--- config.mk ---
export PLATFORM = sky130hd
export DESIGN_NAME = attained_service_tracker
export DESIGN_NICKNAME = d
export VERILOG_FILES = /design/src/design/ast_pkg.sv /design/src/design/attained_service_tracker.sv /design/src/design/ast_owner.sv /design/src/design/ast_service.sv /design/src/design/ast_report.sv
export SDC_FILE = /design/constraint.sdc
export NUM_CORES = 2
export LEC_CHECK = 0
export ABC_AREA = 1
export BUFFER_PORTS_ARGS = -buffer_cell sky130_fd_sc_hd__buf_2
export CAP_MARGIN = 15
export CORE_MARGIN = 10
export CORE_UTILIZATION = 54
export DETAILED_ROUTE_END_ITERATION = 6
export GPL_TIMING_DRIVEN = 0
export PLACE_DENSITY = 0.7
export SYNTH_ARGS = -nofsm -noshare
export SYNTH_HDL_FRONTEND = slang
export SYNTH_HIERARCHICAL = 1
export SYNTH_SLANG_ARGS = --single-unit
--- constraint.sdc ---
create_clock -name clk -period 38.9 [get_ports clk]
set_input_delay 1.945 -clock clk [delete_from_list [all_inputs] [get_ports clk]]
set_output_delay 1.945 -clock clk [all_outputs]
set_load 0.005 [all_outputs]
--- src/design/ast_pkg.sv ---
// ----------------------------------------------------------------------------
// Attained service tracker package
// Shared types and constants for the attained service tracker.
// ----------------------------------------------------------------------------
package ast_pkg;

  // Command codes carried in the operation field.
  typedef enum logic [1:0] {
    OP_IDLE  = 2'd0,
    OP_ACT   = 2'd1,
    OP_PRE   = 2'd2,
    OP_OTHER = 2'd3
  } ast_op_t;

  localparam int unsigned SERVICE_W = 48;
  localparam int unsigned OWNED_W   = 7;
  localparam int unsigned QLEN_W    = 32;

  localparam logic [SERVICE_W-1:0] SERVICE_MAX = {SERVICE_W{1'b1}};
  localparam logic [OWNED_W-1:0]   OWNED_MAX   = {OWNED_W{1'b1}};
  localparam logic [QLEN_W-1:0]    QLEN_RESET  = 32'd10000000;

  // One request on the input channel.
  typedef struct packed {
    logic [1:0] operation;
    logic [5:0] bank;
    logic [2:0] thread;
  } ast_in_t;

  // One result on the output channel.
  typedef struct packed {
    logic [2:0]           thread_id;
    logic [SERVICE_W-1:0] attained_service;
    logic                 last;
  } ast_out_t;

  // Registered request as seen by the update stage.
  typedef struct packed {
    logic    valid;
    logic    close;
    ast_in_t item;
  } ast_stage_t;

endpackage

--- src/design/attained_service_tracker.sv ---
// ----------------------------------------------------------------------------
// Attained service tracker
// Per thread bank-cycle accounting with a report of every thread per quantum.
// ----------------------------------------------------------------------------
// Report: a request closing a quantum passes the input register and the report
// counter load; then the result register gives one result per cycle, one per thread.
// Throughput: one request per cycle; busy rises only for a request that would
// close a quantum while a closing request sits in the input register or the
// previous report has more than one result left. The receiver cannot stall results.
// Reset (rst_n, synchronous, active low) clears ownership, counts and service.
module attained_service_tracker #(
  parameter int NUM_BANKS   = 64,
  parameter int NUM_THREADS = 8
) (
  input  logic                clk,
  input  logic                rst_n,
  input  logic                start,
  output logic                busy,
  input  ast_pkg::ast_in_t    in_item,
  output logic                out_valid,
  output ast_pkg::ast_out_t   out_result,
  input  logic                cfg_valid,
  output logic                cfg_ready,
  input  logic [31:0]         cfg_data
);

  logic [ast_pkg::QLEN_W-1:0] qlen_r;
  logic [ast_pkg::QLEN_W-1:0] qcount_r;
  logic [ast_pkg::QLEN_W-1:0] qcount_inc;
  logic                       close_next;
  logic                       accept;
  logic                       many_left;
  ast_pkg::ast_stage_t        stage_r;
  ast_pkg::ast_stage_t        stage_nxt;
  logic [NUM_THREADS-1:0][ast_pkg::OWNED_W-1:0]   banks_owned;
  logic [NUM_THREADS-1:0][ast_pkg::SERVICE_W-1:0] snapshot;

  // Quantum boundary decision for the next request.
  assign qcount_inc = qcount_r + 1'b1;
  assign close_next = (qcount_inc >= qlen_r);
  assign busy       = close_next && ((stage_r.valid && stage_r.close) || many_left);
  assign accept     = start && !busy;
  assign cfg_ready  = !stage_r.valid && !start;

  // Quantum length register.
  always_ff @(posedge clk) begin
    if (!rst_n) begin
      qlen_r <= ast_pkg::QLEN_RESET;
    end else if (cfg_valid && cfg_ready) begin
      qlen_r <= cfg_data;
    end
  end

  // Quantum counter advances once per accepted request.
  always_ff @(posedge clk) begin
    if (!rst_n) begin
      qcount_r <= '0;
    end else if (accept) begin
      qcount_r <= close_next ? '0 : qcount_inc;
    end
  end

  // Input register feeding the update stage.
  always_comb begin
    stage_nxt.valid = accept;
    stage_nxt.close = close_next;
    stage_nxt.item  = in_item;
  end

  always_ff @(posedge clk) begin
    if (!rst_n) begin
      stage_r.valid <= 1'b0;
    end else begin
      stage_r.valid <= stage_nxt.valid;
    end
    stage_r.close <= stage_nxt.close;
    stage_r.item  <= stage_nxt.item;
  end

  ast_owner #(
    .NUM_BANKS   (NUM_BANKS),
    .NUM_THREADS (NUM_THREADS)
  ) u_owner (
    .clk         (clk),
    .rst_n       (rst_n),
    .accept      (accept),
    .rd_bank     (in_item.bank),
    .stage       (stage_r),
    .banks_owned (banks_owned)
  );

  ast_service #(
    .NUM_THREADS (NUM_THREADS)
  ) u_service (
    .clk         (clk),
    .rst_n       (rst_n),
    .stage       (stage_r),
    .banks_owned (banks_owned),
    .snapshot    (snapshot)
  );

  ast_report #(
    .NUM_THREADS (NUM_THREADS)
  ) u_report (
    .clk        (clk),
    .rst_n      (rst_n),
    .load       (stage_r.valid && stage_r.close),
    .snapshot   (snapshot),
    .many_left  (many_left),
    .out_valid  (out_valid),
    .out_result (out_result)
  );

endmodule

--- src/design/ast_owner.sv ---
// ----------------------------------------------------------------------------
// Bank ownership tracker
// Keeps the owner of every bank and the number of banks each thread owns.
// ----------------------------------------------------------------------------
module ast_owner #(
  parameter int NUM_BANKS   = 64,
  parameter int NUM_THREADS = 8
) (
  input  logic                 clk,
  input  logic                 rst_n,
  input  logic                 accept,
  input  logic [5:0]           rd_bank,
  input  ast_pkg::ast_stage_t  stage,
  output logic [NUM_THREADS-1:0][ast_pkg::OWNED_W-1:0] banks_owned
);

  localparam int BANK_AW = (NUM_BANKS > 1) ? $clog2(NUM_BANKS) : 1;

  logic [2:0]              owner_mem [NUM_BANKS];
  logic [NUM_BANKS-1:0]    owner_valid_r;
  logic [2:0]              rd_data_r;
  logic                    fwd_r;
  logic [2:0]              fwd_thread_r;
  logic [NUM_THREADS-1:0][ast_pkg::OWNED_W-1:0] owned_r;
  logic [NUM_THREADS-1:0][ast_pkg::OWNED_W-1:0] owned_nxt;

  logic [BANK_AW-1:0] st_idx;
  logic               bank_ok;
  logic               thread_ok;
  logic               cur_valid;
  logic               act_ok;
  logic               pre_ok;
  logic [2:0]         old_owner;

  // Decode the request in the update stage.
  always_comb begin
    st_idx    = BANK_AW'(stage.item.bank);
    bank_ok   = (32'(stage.item.bank) < NUM_BANKS);
    thread_ok = (32'(stage.item.thread) < NUM_THREADS);
    cur_valid = owner_valid_r[st_idx];
    act_ok    = stage.valid && bank_ok && thread_ok &&
                (stage.item.operation == ast_pkg::OP_ACT);
    pre_ok    = stage.valid && bank_ok && cur_valid &&
                (stage.item.operation == ast_pkg::OP_PRE);
    old_owner = fwd_r ? fwd_thread_r : rd_data_r;
  end

  // Owner table: read at accept, written by activates in the update stage.
  always_ff @(posedge clk) begin
    rd_data_r <= owner_mem[BANK_AW'(rd_bank)];
    if (act_ok) begin
      owner_mem[st_idx] <= stage.item.thread;
    end
  end

  // Forward an owner written in the same cycle as the read of that bank.
  always_ff @(posedge clk) begin
    if (!rst_n) begin
      fwd_r <= 1'b0;
    end else begin
      fwd_r <= accept && act_ok && (BANK_AW'(rd_bank) == st_idx);
    end
    fwd_thread_r <= stage.item.thread;
  end

  // Valid bit per bank.
  always_ff @(posedge clk) begin
    if (!rst_n) begin
      owner_valid_r <= '0;
    end else if (act_ok) begin
      owner_valid_r[st_idx] <= 1'b1;
    end else if (pre_ok) begin
      owner_valid_r[st_idx] <= 1'b0;
    end
  end

  // Per thread count: the old owner drops the bank first, then the new one gains it.
  always_comb begin
    logic                         drop;
    logic                         gain;
    logic [ast_pkg::OWNED_W-1:0]  c1;
    for (int t = 0; t < NUM_THREADS; t++) begin
      drop = (act_ok || pre_ok) && cur_valid && (32'(old_owner) == t);
      gain = act_ok && (32'(stage.item.thread) == t);
      c1   = owned_r[t];
      if (drop && (c1 != '0)) begin
        c1 = c1 - 1'b1;
      end
      if (gain && (c1 != ast_pkg::OWNED_MAX)) begin
        c1 = c1 + 1'b1;
      end
      owned_nxt[t] = c1;
    end
  end

  always_ff @(posedge clk) begin
    if (!rst_n) begin
      owned_r <= '0;
    end else begin
      owned_r <= owned_nxt;
    end
  end

  assign banks_owned = owned_r;

endmodule

--- src/design/ast_service.sv ---
// ----------------------------------------------------------------------------
// Service accumulators
// Saturating per thread bank-cycle counters, cleared when a quantum closes.
// ----------------------------------------------------------------------------
module ast_service #(
  parameter int NUM_THREADS = 8
) (
  input  logic                 clk,
  input  logic                 rst_n,
  input  ast_pkg::ast_stage_t  stage,
  input  logic [NUM_THREADS-1:0][ast_pkg::OWNED_W-1:0]   banks_owned,
  output logic [NUM_THREADS-1:0][ast_pkg::SERVICE_W-1:0] snapshot
);

  logic [NUM_THREADS-1:0][ast_pkg::SERVICE_W-1:0] accum_r;
  logic [NUM_THREADS-1:0][ast_pkg::SERVICE_W-1:0] accum_nxt;

  // Grow each accumulator by its thread's bank count, saturating.
  always_comb begin
    logic [ast_pkg::SERVICE_W:0] sum;
    for (int t = 0; t < NUM_THREADS; t++) begin
      sum = {1'b0, accum_r[t]} + (ast_pkg::SERVICE_W + 1)'(banks_owned[t]);
      snapshot[t] = sum[ast_pkg::SERVICE_W] ? ast_pkg::SERVICE_MAX
                                            : sum[ast_pkg::SERVICE_W-1:0];
      if (!stage.valid) begin
        accum_nxt[t] = accum_r[t];
      end else if (stage.close) begin
        accum_nxt[t] = '0;
      end else begin
        accum_nxt[t] = snapshot[t];
      end
    end
  end

  always_ff @(posedge clk) begin
    if (!rst_n) begin
      accum_r <= '0;
    end else begin
      accum_r <= accum_nxt;
    end
  end

endmodule

--- src/design/ast_report.sv ---
// ----------------------------------------------------------------------------
// Service report serializer
// Captures all threads' service at a quantum close and sends one per cycle.
// ----------------------------------------------------------------------------
module ast_report #(
  parameter int NUM_THREADS = 8
) (
  input  logic                 clk,
  input  logic                 rst_n,
  input  logic                 load,
  input  logic [NUM_THREADS-1:0][ast_pkg::SERVICE_W-1:0] snapshot,
  output logic                 many_left,
  output logic                 out_valid,
  output ast_pkg::ast_out_t    out_result
);

  localparam int CW = $clog2(NUM_THREADS + 1);
  localparam int TW = (NUM_THREADS > 1) ? $clog2(NUM_THREADS) : 1;

  logic [NUM_THREADS-1:0][ast_pkg::SERVICE_W-1:0] buf_r;
  logic [CW-1:0]        cnt_r;
  logic [TW-1:0]        idx_r;
  logic                 out_valid_r;
  ast_pkg::ast_out_t    out_r;

  // Remaining-entry count and thread index.
  always_ff @(posedge clk) begin
    if (!rst_n) begin
      cnt_r       <= '0;
      idx_r       <= '0;
      out_valid_r <= 1'b0;
    end else if (load) begin
      cnt_r       <= CW'(NUM_THREADS);
      idx_r       <= '0;
      out_valid_r <= 1'b0;
    end else if (cnt_r != '0) begin
      cnt_r       <= cnt_r - 1'b1;
      idx_r       <= idx_r + 1'b1;
      out_valid_r <= 1'b1;
    end else begin
      out_valid_r <= 1'b0;
    end
  end

  // Shift line of captured values; the head goes to the result register.
  always_ff @(posedge clk) begin
    if (load) begin
      buf_r <= snapshot;
    end else if (cnt_r != '0) begin
      for (int i = 0; i < NUM_THREADS - 1; i++) begin
        buf_r[i] <= buf_r[i+1];
      end
      out_r.thread_id        <= 3'(idx_r);
      out_r.attained_service <= buf_r[0];
      out_r.last             <= (cnt_r == CW'(1));
    end
  end

  assign many_left  = (cnt_r > CW'(1));
  assign out_valid  = out_valid_r;
  assign out_result = out_r;

endmodule

Word-level counts from Yosys, hierarchy flattened

Memory sizes are Yosys's and may differ from the RTL's. A register that Yosys moved wholly into a read port is not among the register bits.
Index checks and enable logic that the tools add are counted.

Memories: 1
Register bits after elaboration: 1,029
Memory bits (writable): 192
Bits in read-only memories: 0
Logic and storage cells: 215
Output and inout bits: 55
Latch bits: 0

Memories:

| memory            | words | bits a word | read ports | clocked after Yosys merged registers in | write ports | RTL line        | source |
|---|---|---|---|---|---|---|---|
| u_owner.owner_mem | 64    | 3           | 1          | 1                                       | 1           | ast_owner.sv:19 | `logic [2:0] owner_mem [NUM_BANKS];` |

Equal/unequal tests: 26
Divide/modulo/power cells: 0
Multiplexer cells: 47
Bitwise gates (word level): 5
$mul: 0
Reduce and logical (&&, ||, !) cells: 64
Order comparisons: 4
Add/subtract/negate cells: 27
Shifts and indexed selects: 0

Operators by type and width:

| cell                                                | number |
|---|---|
| two-way mux 48 bit                                  | 16 |
| two-way mux 336 bit                                 | 2 |
| adder 48 x 7 -> 49 bit                              | 8 |
| two-way mux 64 bit                                  | 2 |
| two-way mux 7 bit                                   | 16 |
| AND 64 bit                                          | 1 |
| NOT 64 bit                                          | 1 |
| OR 64 bit                                           | 1 |
| adder 7 x 1 -> 7 bit (second input constant)        | 8 |
| != test 7 bit (second input constant)               | 8 |
| nonzero test 7 bit                                  | 8 |
| subtractor 7 x 1 -> 7 bit (second input constant)   | 8 |
| logical AND 1 bit                                   | 44 |
| adder 32 x 1 -> 32 bit (second input constant)      | 1 |
| >= comparator 32 bit                                | 1 |
| two-way mux 32 bit                                  | 1 |
| == test 3 bit (second input constant)               | 8 |
| == test 3 x 2 -> 1 bit (second input constant)      | 4 |
| two-way mux 4 bit                                   | 2 |
| < comparator 6 x 7 -> 1 bit (second input constant) | 1 |
| binary-select mux 1 bit (select 6 bit)              | 1 |
| demux 1 bit (select 6 bit)                          | 1 |
| == test 3 x 1 -> 1 bit (second input constant)      | 2 |
| == test 6 bit                                       | 1 |
| other kinds (17)                                    | 27 |

Logic depth before layout (Yosys ltp)

Depth after elaboration: 12
Gate-level depth with buffers: 23
Mapped depth without buffers: 21

Cells and area by module

The synthesis kept the hierarchy.

By module, submodules not included:

| module                   | instances | seq. area each (um^2) | cells each | area an instance (um^2) |
|---|---|---|---|---|
| ast_service              | 1         | 7,687.4               | 5,303      | 31,958.2 |
| ast_report               | 1         | 13,252.7              | 1,577      | 17,989.8 |
| ast_owner                | 1         | 8,308.0               | 2,148      | 16,998.8 |
| attained_service_tracker | 1         | 1,541.5               | 555        | 4,139.0 |

Worst setup path before layout

No wires, ideal clock.

Kind: register to register
From: register stage_r[12] in the netlist's numbering
To: register u_report/buf_r[0] in the netlist's numbering, enable pin
Arrival time: 8.835 ns
Data required time: 35.568 ns
Cell stages (with the launch flop): 6
Period minus slack after synthesis: 12.167 ns
Path buffers: 1
Path slack: 26.733 ns
Path through: dfxtp_1 nand2_1 inv_1 buf_6 inv_6 nand3_1

Word-level cells in the longest chain between the ends: 2

Ends and longest elaborated chain:

| what                           | RTL line                        | source |
|---|---|---|
| start: declaration             | attained_service_tracker.sv:33  | `ast_pkg::ast_stage_t stage_r;` |
| logical AND 1 bit              | attained_service_tracker.sv:107 | `.load (stage_r.valid && stage_r.close),` |
| nonzero test 2 bit (no line)   | n/a                             |  |
| end signal: assignment         | ast_report.sv:48                | `buf_r <= snapshot;` |
| end signal: indexed assignment | ast_report.sv:51                | `buf_r[i] <= buf_r[i+1];` |
| end: declaration               | ast_report.sv:20                | `logic [NUM_THREADS-1:0][ast_pkg::SERVICE_W-1:0] buf_r;` |

No other way between the ends.
A chain may end at the register's enable or synchronous reset.

Worst setup path after layout

From: register qcount_r[0] in the netlist's numbering
To: output busy

Word-level cells in the longest chain between the ends: 3

Ends and longest elaborated chain:

| what                     | RTL line                       | source |
|---|---|---|
| start: declaration       | attained_service_tracker.sv:28 | `logic [ast_pkg::QLEN_W-1:0] qcount_r;` |
| start signal: assignment | attained_service_tracker.sv:59 | `qcount_r <= close_next ? '0 : qcount_inc;` |
| adder 32 x 1 -> 32 bit   | attained_service_tracker.sv:39 | `assign qcount_inc = qcount_r + 1'b1;` |
| >= comparator 32 bit     | attained_service_tracker.sv:40 | `assign close_next = (qcount_inc >= qlen_r);` |
| via close_next           | attained_service_tracker.sv:30 | `logic close_next;` |
| logical AND 1 bit        | attained_service_tracker.sv:41 | `assign busy = close_next && ((stage_r.valid && stage_r.close) \|\| many_left);` |
| end: declaration         | attained_service_tracker.sv:18 | `output logic busy,` |

The timed path passes the listed nets, and every way through them passes these cells.

==> flow_summary.toml <==
[outcome]
status = "complete, no violations"

[power]
irDropWorstVdd_v = 0.0000443
p_switching_mw = 0.657
intPower_mw = 2.17
swShare = 0.232
fin_total_pwr_mw = 2.83
power.density_nw_per_um2 = 35.9
p_clk_frac = 0.479
p_seq_frac = 0.481
p_leak_nw = 32.2
comb_power_share = 0.040

[synthesis]
synth_top_area_cell = "edfxtp_1"
synthXorXnorAreaFrac = 0.0198
syn_inst = 9583
synth_top_family_by_area = "simple AND/OR/NAND/NOR gates"
ys_ff_latch = 1224
yosysWarnings = 6
synth_compound_area_frac = 0.0751
synthArstFlopShare = 0
yosys-top-cells-area = "edfxtp_1 (27%), nand2_1 (19%), dfxtp_1 (17%)"
yosysSeqAreaShare = 0.433
synth_enable_flop_cells = 628
synth_adder_area_share = 0.0228
ys_types = 62
synth_top_area_frac = 0.265
syn_nets = 9755
synth_area_um2 = 71100
yosys.area_share.simple = 0.373
synth.avg_cell_area_um2 = 7.42
synthMuxAreaShare = 0
ys.flop_type = "edfxtp_1"

[timing]
fmax_mhz = 179
rsz0062_at_grt = "no"
finalCritPeriodShare = 0.143
setup_viol = 0
final_hold_viol_count = 0
fin_skew_ns = 0.0378
drv_slew = 0
tns_ns = 0
min_period_ns = 5.58
worst_slack_ns = 33.32
slew_headroom = 0.111
hold_ws_ns = 0.417
tightest_slew_ns = 1.33

[drt]
drc = 0
initialDrtViolationCount = 7148
postRouteAntennaNets = 0
firstDrtPassIters = 6
wirelength_um = 242000
wl_per_cell_um = 20.7
num_vias = 65200
viasPerCell = 5.57

[global_route]
grt_usage = 0.319
grt_pass1_wl_um = 360000
grt_max_degree = 63
antenna_found_initial = 1
grt.overflow.total = 0
grt_pass1_vias = 60300

[die]
die_w_um = 383
io_pins = 102
fp.dieArea_um2 = 147000
core-area_um2 = 131000
rows = 133
die_y_um = 383
initial_utilization = 0.542

[finish]
layout_common_cells = "nand2_1 (3604), nor2_1 (1003), inv_1 (838)"
drive_above_1_share = 0.110
syn_to_final_growth_pct = 10.8
final_common_cell = "nand2_1"
final_nets = 10000
diodes = 0

[worst_setup_path]
path_class = "register to primary output"
crit_path_start_kind = "register"
r2r_start = "qcount_r[0]"
path_max_fanout = 5
required_ns = 36.95
crit_start = "qcount_r[0]"
cp-end-kind = "primary output"
arrival_ns = 3.63

[clock_tree]
clk_pin_slew_worst_paths_ns = 0.06
cts_tree = "done"
cts_root_buf = "clkbuf_16"
hold_buffers = 0
clockBufferDepth = 3
numCtsBuffers = 139
cts_sinks = 1224
postCtsSetupBuffers = 0
htree_levels = 4
post_cts_resized = 0
clk_latency_ns = 0.78

[placed_design]
dpl_worst_slack_ns = 33.97
hpwlAfterDp_um = 186000
port_buffers = 101
gp_congestion = 0.986

[hold_path]
hp-class = "register to register"
worstHoldStart = "u_report/buf_r[23]"

[run]
max_cap_violations = 0
==> final timing paths <==
kind,end,slack [ns],depth (start not counted)
worst max-delay path,busy,33.32,19
worst max register to register,u_owner/fwd_r,34.87,22
worst min register to register,u_report/out_result[24],0.42,0
worst min-delay path,u_report/out_result[24],0.42,0
==> power groups by stage <==
stage / Clock, mW / Combinational (mW) / Sequential, mW
global route: 1.43 / 0.119 / 1.36
global placement: 0 / 0.105 / 1.40
floorplan: 0 / 0.0610 / 1.39
finish: 1.35 / 0.113 / 1.36
CTS: 1.37 / 0.110 / 1.36
detailed placement: 0 / 0.110 / 1.39
==> synth_stat cells (37+ instances only) <==
cell type	count
buf_6	72
ha_1	117
nor2_1	1004
clkbuf_1	183
or2_2	66
nand2_2	77
xnor2_1	52
nand3_4	39
a21oi_2	59
nor3_1	37
o21ai_0	257
nor2_2	50
nand3b_1	139
nand3_2	230
inv_1	839
xor2_1	107
nand3_1	445
nand4_1	129
o22ai_1	55
a21oi_1	523
edfxtp_1	628
dfxtp_1	596
buf_2	55
nand2_1	3604
==> per-layer routing <==
layer / share of wire / GRT usage
met5: 0 / 0
met4: 0.044 / 0.135
met3: 0.079 / 0.0474
met2: 0.45 / 0.510
met1: 0.42 / 0.429
==> worst max-delay path, stage by stage (launching register included) <==
cell and delay, ns:
dfxtp_1 0.44, ha_1 0.25, nand3_2 0.18, inv_2 0.11, nand2_4 0.08, nor2_4 0.13, nand4_4 0.15, nor2_2 0.14
xnor2_1 0.14, inv_2 0.08, ha_1 0.28, nand2_1 0.06, nor2_1 0.14, nand2_1 0.11, nor2_1 0.11, nand2_1 0.07
nand2_2 0.10, nand2_1 0.11, inv_1 0.06, buf_2 0.11
==> metrics by stage <==
stage / util / cell area, um2 / cells
after floorplan: - / 71100 / 9583
after detailed placement: 0.565 / 74100 / 11500
after global placement: 0.563 / 73800 / 11400
after global routing: 0.601 / 78800 / 11700
after CTS: 0.601 / 78800 / 11700
final: 0.601 / 78800 / 11700
==> kinds of logic after synthesis <==
group,count (synthesis)
AOI/OAI and AO/OA,958
xor gates and xnor gates,160
adders and majority gates,125
buffers and inverters,1211
DFF,1224
and+or+nand+nor,5905
==> cell type report <==
cell class	instances	area (um2)
fill	12200	52400
multi-input combinational	7148	34900
sequential	1224	30800
clock buffer	166	3640
inverter	872	3290
tap	1755	2200
buffer	339	2110
clock inverter	92	1040
timing repair buffer	112	778
==> sequential cells by signal, summed over array words and instances, names as in the netlist, named ones only <==
name	cells
qcount_r	32
qlen_r	32
stage_r	13
u_owner/banks_owned	56
u_owner/fwd_r	1
u_owner/fwd_thread_r	3
u_owner/owner_mem	192
u_owner/rd_data_r	3
u_report/buf_r	384
u_report/cnt_r	4
u_report/idx_r	3
u_report/out_result	52
u_report/out_valid	1
u_service/accum_r	384
(Power assumes the default switching activity.)
